$ cat src/rtl/scb_pkg.sv
package scb_pkg;

  localparam int MAX_ENTRIES = 32;
  localparam int COL_W = 10;
  localparam int POS_W = 16;
  localparam int CNT_W = $clog2(MAX_ENTRIES + 1);
  localparam int IDX_W = $clog2(MAX_ENTRIES);

  typedef enum logic [1:0] {
    OP_CLEAR  = 2'd0,
    OP_QUERY  = 2'd1,
    OP_INSERT = 2'd2,
    OP_NONE   = 2'd3
  } opcode_t;

  typedef enum logic [1:0] {
    ST_IDLE,
    ST_WALK,
    ST_SPLIT,
    ST_FLUSH
  } state_t;

  typedef struct packed {
    logic [COL_W-1:0] start;
    logic [COL_W-1:0] stop;
  } span_t;

  typedef struct packed {
    logic shift;
    logic load;
  } cell_ctl_t;

endpackage

$ cat src/rtl/scb_cell.sv
module scb_cell import scb_pkg::*; (
  input  logic      clk,
  input  cell_ctl_t ctl,
  input  span_t     nbr,
  input  span_t     din,
  output span_t     q
);

  always_ff @(posedge clk) begin
    if (ctl.load) begin
      q <= din;
    end else if (ctl.shift) begin
      q <= nbr;
    end
  end

endmodule
$ cat config.mk
export PLATFORM = sky130hd
export DESIGN_NAME = scb_cell
export DESIGN_NICKNAME = d
export VERILOG_FILES = /design/src/rtl/scb_pkg.sv /design/src/rtl/scb_cell.sv
export SDC_FILE = /design/constraint.sdc
export NUM_CORES = 1
export LEC_CHECK = 0
export ABC_AREA = 1
export BUFFER_PORTS_ARGS = -buffer_cell sky130_fd_sc_hd__buf_4
export CORE_AREA = 2 2 49 51
export CTS_CLUSTER_DIAMETER = 120
export DETAILED_ROUTE_END_ITERATION = 10
export DIE_AREA = 0 0 51 53
export PLACE_DENSITY = 0.84
export SYNTH_ARGS = -nofsm -noshare
export SYNTH_HDL_FRONTEND = slang
export SYNTH_SLANG_ARGS = --single-unit
$ cat constraint.sdc
create_clock -name clk -period 2 [get_ports clk]
set_clock_uncertainty 0.2 [all_clocks]
set_input_delay 0.1 -clock clk [delete_from_list [all_inputs] [get_ports clk]]
set_output_delay 0.1 -clock clk [all_outputs]
set_load 0.01 [all_outputs]
==> run metrics, run 1 <==
vias per cell=4.75; largest register by flop count=q; global-route total usage across every layer=25.6%; RSZ-0062 raised after global routing=false; Filler Cells Inserted=125; DR WL/cell=15.1 µm; #FFs+latches synth=20; Avg Cell Area, Syn=10.2 µm²; WL final=3260 µm; dpl cells=172; global-route wire length before repair=4730 µm; port bufs=62; Num CTS Buffers=3; Die H=53 µm; TritonRoute pass-1 iters=4; Logic pwr share=25.5%; DIE WIDTH=51 µm; Synth area leaders=edfxtp_1, nand2_1, buf_6; vias in the first global route=1033; ANT nets after route=0; most common cell after layout, fill and taps aside=buf_4; biggest regs=q (20); HP Start=ctl[1]; Worst setup SP type=input pin; Post-Syn Area=873 µm²; commonest non-fill, non-tap cells in the layout=buf_4, nand2_1, dlygate4sd3_1; Worst path slowest cell=dlygate4sd3_1; net switching power=0.258 mW; DIE AREA=2700 µm²; Peak VDD IR=419 µV; Seq pwr share=45.9%; via count=1027; pwr dens=647 nW/µm²; post-CTS setup buffer count=0; RD Place Congestion=0.808; max-cap violations=0; num rows=17; Yosys top cell area share=68.8%; FMAX=608 MHz; quantity of gates resized following cts=0; TNS Setup=0 ns; hold endpoint=q[10]; Cells after Synth=86; initial antenna violation count=0; Layout Nets=232; Clock Path Buffers=2; Antenna Cells=0; core area=2150 µm²; Critical Path RT=1.86 ns; register area share after synthesis=68.8%; share of layout cells above drive strength 1=36.2%; crit path kind=input pin to register; multi-input logic area=231 µm²; # clock sinks=20; hpwl dp=1660 µm; Hold Vio Cnt, Final=0; register area=601 µm²; fin crit period=1.65 ns; DRC Markers=0; Worst-Margin Slew=0.461 ns; depth of the CTS H-tree=1; crit end category=register; crit-path cells=dlygate4sd3_1 > buf_4 > nand2_1 > nand2_1 > dlygate4sd3_1; Worst Path Max Fanout=1; synth warn=0; Pint=0.899 mW; Unique masters post-synth=6; final setup vio count=0; Leak=0.889 nW; hold-fix buffers at CTS=40; flip-flop count of the largest register after layout=20; Layout area overhead=105%; status=finished clean; GRT Residual Overflow=0; Crit path max-delay family=buffers and inverters; Hold Path Depth=2; CTS tree=yes; post-synth net total=129; Arr. time, crit path=1.50 ns; Net Sw Frac=22.3%; Hold/Removal Path Class=input pin to register; fin crit share=82.3%; area leader, netlist=edfxtp_1; I/O pins=63; fin cells=216; Root Driver=clkbuf_4; initial core utilization=40.7%; worst path buffer plus inverter count=3; largest net degree at the start of global routing=23; Crit path largest cell delay=0.58 ns; slew margin rel.=69.3%; Clock Power Share=28.7%; clk slew on worst S/H paths=0.12 ns; drt initial violations=39; Final Slew Violations=0
## area by class of cell
| class | instances | share of cell area (%) |
|---|---|---|
| Inverter | 1 | 0.210 |
| Tap cell | 28 | 1.96 |
| Timing Repair Buffer | 102 | 48.4 |
| Sequential cell | 20 | 33.6 |
| Clock buffer | 3 | 1.26 |
| Multi-Input combinational cell | 61 | 12.9 |
| Clock inverter | 1 | 1.68 |
## how the worst max path moves through the flow
stage | slack, ns | start | cells past startpoint | to
after floorplan | 0.96 | ctl[0] | 1 | q[0]
after global placement | 0.71 | ctl[0] | 2 | q[17]
after detailed placement | 0.66 | ctl[0] | 2 | q[16]
after CTS | 0.41 | din[11] | 5 | q[11]
after global routing | 0.34 | din[11] | 5 | q[11]
final | 0.35 | nbr[18] | 5 | q[18]
## kinds of logic (layout without fill, tap and decap cells)
kind of cell / after synthesis / after routing / share of synthesized area (%)
flops: 20 / 20 / 68.8
buf+inv: 5 / 107 / 4.73
simple gates: 61 / 61 / 26.5
## per-layer routing
layer	track usage, %	vias up	wire length [µm]
li1	-	477	-
met1	25.0	473	1110
met2	52.4	69	1850
met3	1.69	8	204
met4	14.0	0	97
met5	0	-	0
## cells in the mapped netlist
master,count
nand2_1,60
edfxtp_1,20
buf_4,2
buf_6,2
inv_2,1
or2_2,1
## per-stage QoR
step,power (mW),area [µm²],hold WS [ns],utilization [%],worst slack [ns]
after floorplan,0.610,873,0.0786,-,0.963
after global placement,0.740,1340,0.169,62.2,0.707
after detailed placement,0.745,1340,0.170,62.2,0.662
after CTS,1.14,1790,0.296,83.3,0.410
after global routing,1.20,1790,0.327,83.3,0.341
final,1.16,1790,0.288,83.3,0.355
## power by group through the flow
stage / Sequential (mW) / Combinational, mW / Clock [mW]
after detailed placement: 0.538 / 0.208 / 0
after CTS: 0.528 / 0.284 / 0.327
after floorplan: 0.562 / 0.0484 / 0
after global placement: 0.537 / 0.203 / 0
final: 0.531 / 0.295 / 0.332
after global routing: 0.534 / 0.312 / 0.353
(Power assumes the default switching activity.)
==> run 2: changes to the inputs <==
--- a/config.mk
+++ b/config.mk
@@ -7,11 +7,11 @@
 export LEC_CHECK = 0
 export ABC_AREA = 1
 export BUFFER_PORTS_ARGS = -buffer_cell sky130_fd_sc_hd__buf_4
-export CORE_AREA = 2 2 49 51
+export CORE_AREA = 2 2 53 55
 export CTS_CLUSTER_DIAMETER = 120
 export DETAILED_ROUTE_END_ITERATION = 10
-export DIE_AREA = 0 0 51 53
-export PLACE_DENSITY = 0.84
+export DIE_AREA = 0 0 55 57
+export PLACE_DENSITY = 0.76
 export SYNTH_ARGS = -nofsm -noshare
 export SYNTH_HDL_FRONTEND = slang
 export SYNTH_SLANG_ARGS = --single-unit
==> constraint.sdc (replaced) <==
create_clock -name clk -period 1.5 [get_ports clk]
set_clock_uncertainty 0.2 [all_clocks]
set_input_delay 0.075 -clock clk [delete_from_list [all_inputs] [get_ports clk]]
set_output_delay 0.075 -clock clk [all_outputs]
set_load 0.01 [all_outputs]
==> run metrics, run 2 (synthesized netlist as in run 1, its figures left out) <==
drt initial violations=20 (was 39); Layout area overhead=102% (was 105%); GR peak layer=met2 (unchanged); Net Sw Frac=23.3% (was 22.3%); most common cell after layout, fill and taps aside=buf_4 (unchanged); initial antenna violation count=0 (unchanged); I/O pins=63 (unchanged); Pint=1.00 mW (was 0.899 mW); Arr. time, crit path=0.84 ns (was 1.50 ns); net switching power=0.305 mW (was 0.258 mW); Layout Nets=232 (unchanged); ANT nets after route=0 (unchanged); # clock sinks=20 (unchanged); WL final=2680 µm (was 3260 µm); hpwl dp=1660 µm (about the same); share of layout cells above drive strength 1=35.8% (was 36.2%); crit-path cells=buf_4 (was dlygate4sd3_1 > buf_4 > nand2_1 > nand2_1 > dlygate4sd3_1); final setup vio count=0 (unchanged); Hold Vio Cnt, Final=0 (unchanged); Peak VDD IR=506 µV (was 419 µV); Leak=0.868 nW (was 0.889 nW); DRC Markers=0 (unchanged); clk slew on worst S/H paths=0.11 ns (was 0.12 ns); Die H=57 µm (was 53 µm); max-cap violations=0 (unchanged); TritonRoute pass-1 iters=4 (unchanged); fin crit period=1.12 ns; quantity of gates resized following cts=0 (unchanged); core area=2620 µm² (was 2150 µm²); biggest regs=q (20) (unchanged); Root Driver=clkbuf_4 (unchanged); RD Place Congestion=0.644 (was 0.808); DR WL/cell=12.3 µm (was 15.1 µm); dpl cell area=1340 µm² (about the same); global-route total usage across every layer=18.9% (was 25.6%); TNS Setup=0 ns (unchanged); initial core utilization=33.4% (was 40.7%); CTS tree=yes (unchanged); Filler Cells Inserted=202 (was 125); crit path kind=register to output port (was input pin to register); flip-flop count of the largest register after layout=20 (unchanged); FMAX=893 MHz; Worst Path Max Fanout=1 (unchanged); Crit path max-delay family=flip-flops (was buffers and inverters); routing usage on met1=18.2% (was 25.0%); pwr dens=743 nW/µm² (was 647 nW/µm²); commonest non-fill, non-tap cells in the layout=buf_4, nand2_1, dlygate4sd3_1 (unchanged); Worst setup SP type=register (was input pin); worst path buffer plus inverter count=1 (was 3); final instance area=1760 µm² (was 1790 µm²); Clock Path Buffers=2 (unchanged); Clock Power Share=18.4% (was 28.7%); fin crit share=74.7%; met2 Use GR=36.7% (was 52.4%); depth of the CTS H-tree=1 (unchanged); Seq pwr share=53.7% (was 45.9%); Crit path largest cell delay=0.40 ns (was 0.58 ns); RSZ-0062 raised after global routing=false (unchanged); GRT Residual Overflow=0 (unchanged); largest register by flop count=q (unchanged); vias per cell=4.41 (was 4.75); Antenna Cells=0 (unchanged); Final Slew Violations=0 (unchanged); slew margin rel.=68.7% (was 69.3%); crit end category=output port (was register); Hold/Removal Path Class=input pin to register (unchanged); Final Power=1.31 mW (was 1.16 mW); status=finished clean (unchanged); num rows=19 (was 17); Worst-Margin Slew=0.469 ns (was 0.461 ns); global-route wire length before repair=4150 µm (was 4730 µm); met3 usage=1.05% (was 1.69%); DIE AREA=3140 µm² (was 2700 µm²); largest net degree at the start of global routing=23 (unchanged); DIE WIDTH=55 µm (was 51 µm); port bufs=62 (unchanged); Critical Path RT=1.22 ns (was 1.86 ns); hold-fix buffers at CTS=40 (unchanged); via count=962 (was 1027); Worst path slowest cell=edfxtp_1 (was dlygate4sd3_1); Logic pwr share=27.8% (was 25.5%); vias in the first global route=984 (was 1033); post-CTS setup buffer count=0 (unchanged); Num CTS Buffers=3 (unchanged)
run 2: final timing paths:
| check | from | endpoint | slack (ns) | cells after the start |
|---|---|---|---|---|
| max | q[7] | q[7] | 0.38 | 1 |
| min | ctl[0] | q[2] | 0.03 | 3 |
run 2: power by group through the flow:
stage,Clock [mW],Combinational (mW),Sequential [mW]
after floorplan,0,0.0645,0.749
after global placement,0,0.272,0.714
after detailed placement,0,0.277,0.718
after CTS,0.254,0.361,0.705
after global routing,0.275,0.394,0.709
final,0.241,0.364,0.703
run 2: area by class of cell:
cell class | count | area [µm²] | area share (%)
repair buffers | 102 | 866 | 49.1
flip-flops and latches | 20 | 601 | 34.1
multi-input cells | 61 | 231 | 13.1
well taps | 31 | 38.8 | 2.20
clock buffers | 3 | 22.5 | 1.28
inverters | 1 | 3.75 | 0.213
run 2: metal layers:
| metal | vias to the layer above | share of wire [%] |
|---|---|---|
| met1 | 440 | 31 |
| met4 | 0 | 3.2 |
| met5 | - | 0 |
| li1 | 475 | - |
| met2 | 39 | 61 |
| met3 | 8 | 4.6 |
run 2: per-stage QoR:
| step | utilization [%] | std cells | setup slack (ns) | hold WS [ns] |
|---|---|---|---|---|
| after global placement | 51.2 | 175 | 0.214 | 0.145 |
| after floorplan | - | 86 | 0.488 | 0.0536 |
| after CTS | 67.4 | 218 | 0.356 | 0.0125 |
| after global routing | 67.4 | 218 | 0.330 | 0.0268 |
| final | 67.4 | 218 | 0.380 | 0.0309 |
| after detailed placement | 51.2 | 175 | 0.179 | 0.149 |
run 2: worst min-delay path: stages:
cell and delay [ns]:
buf_4 0.22, nand2_1 0.07, nand2_1 0.06
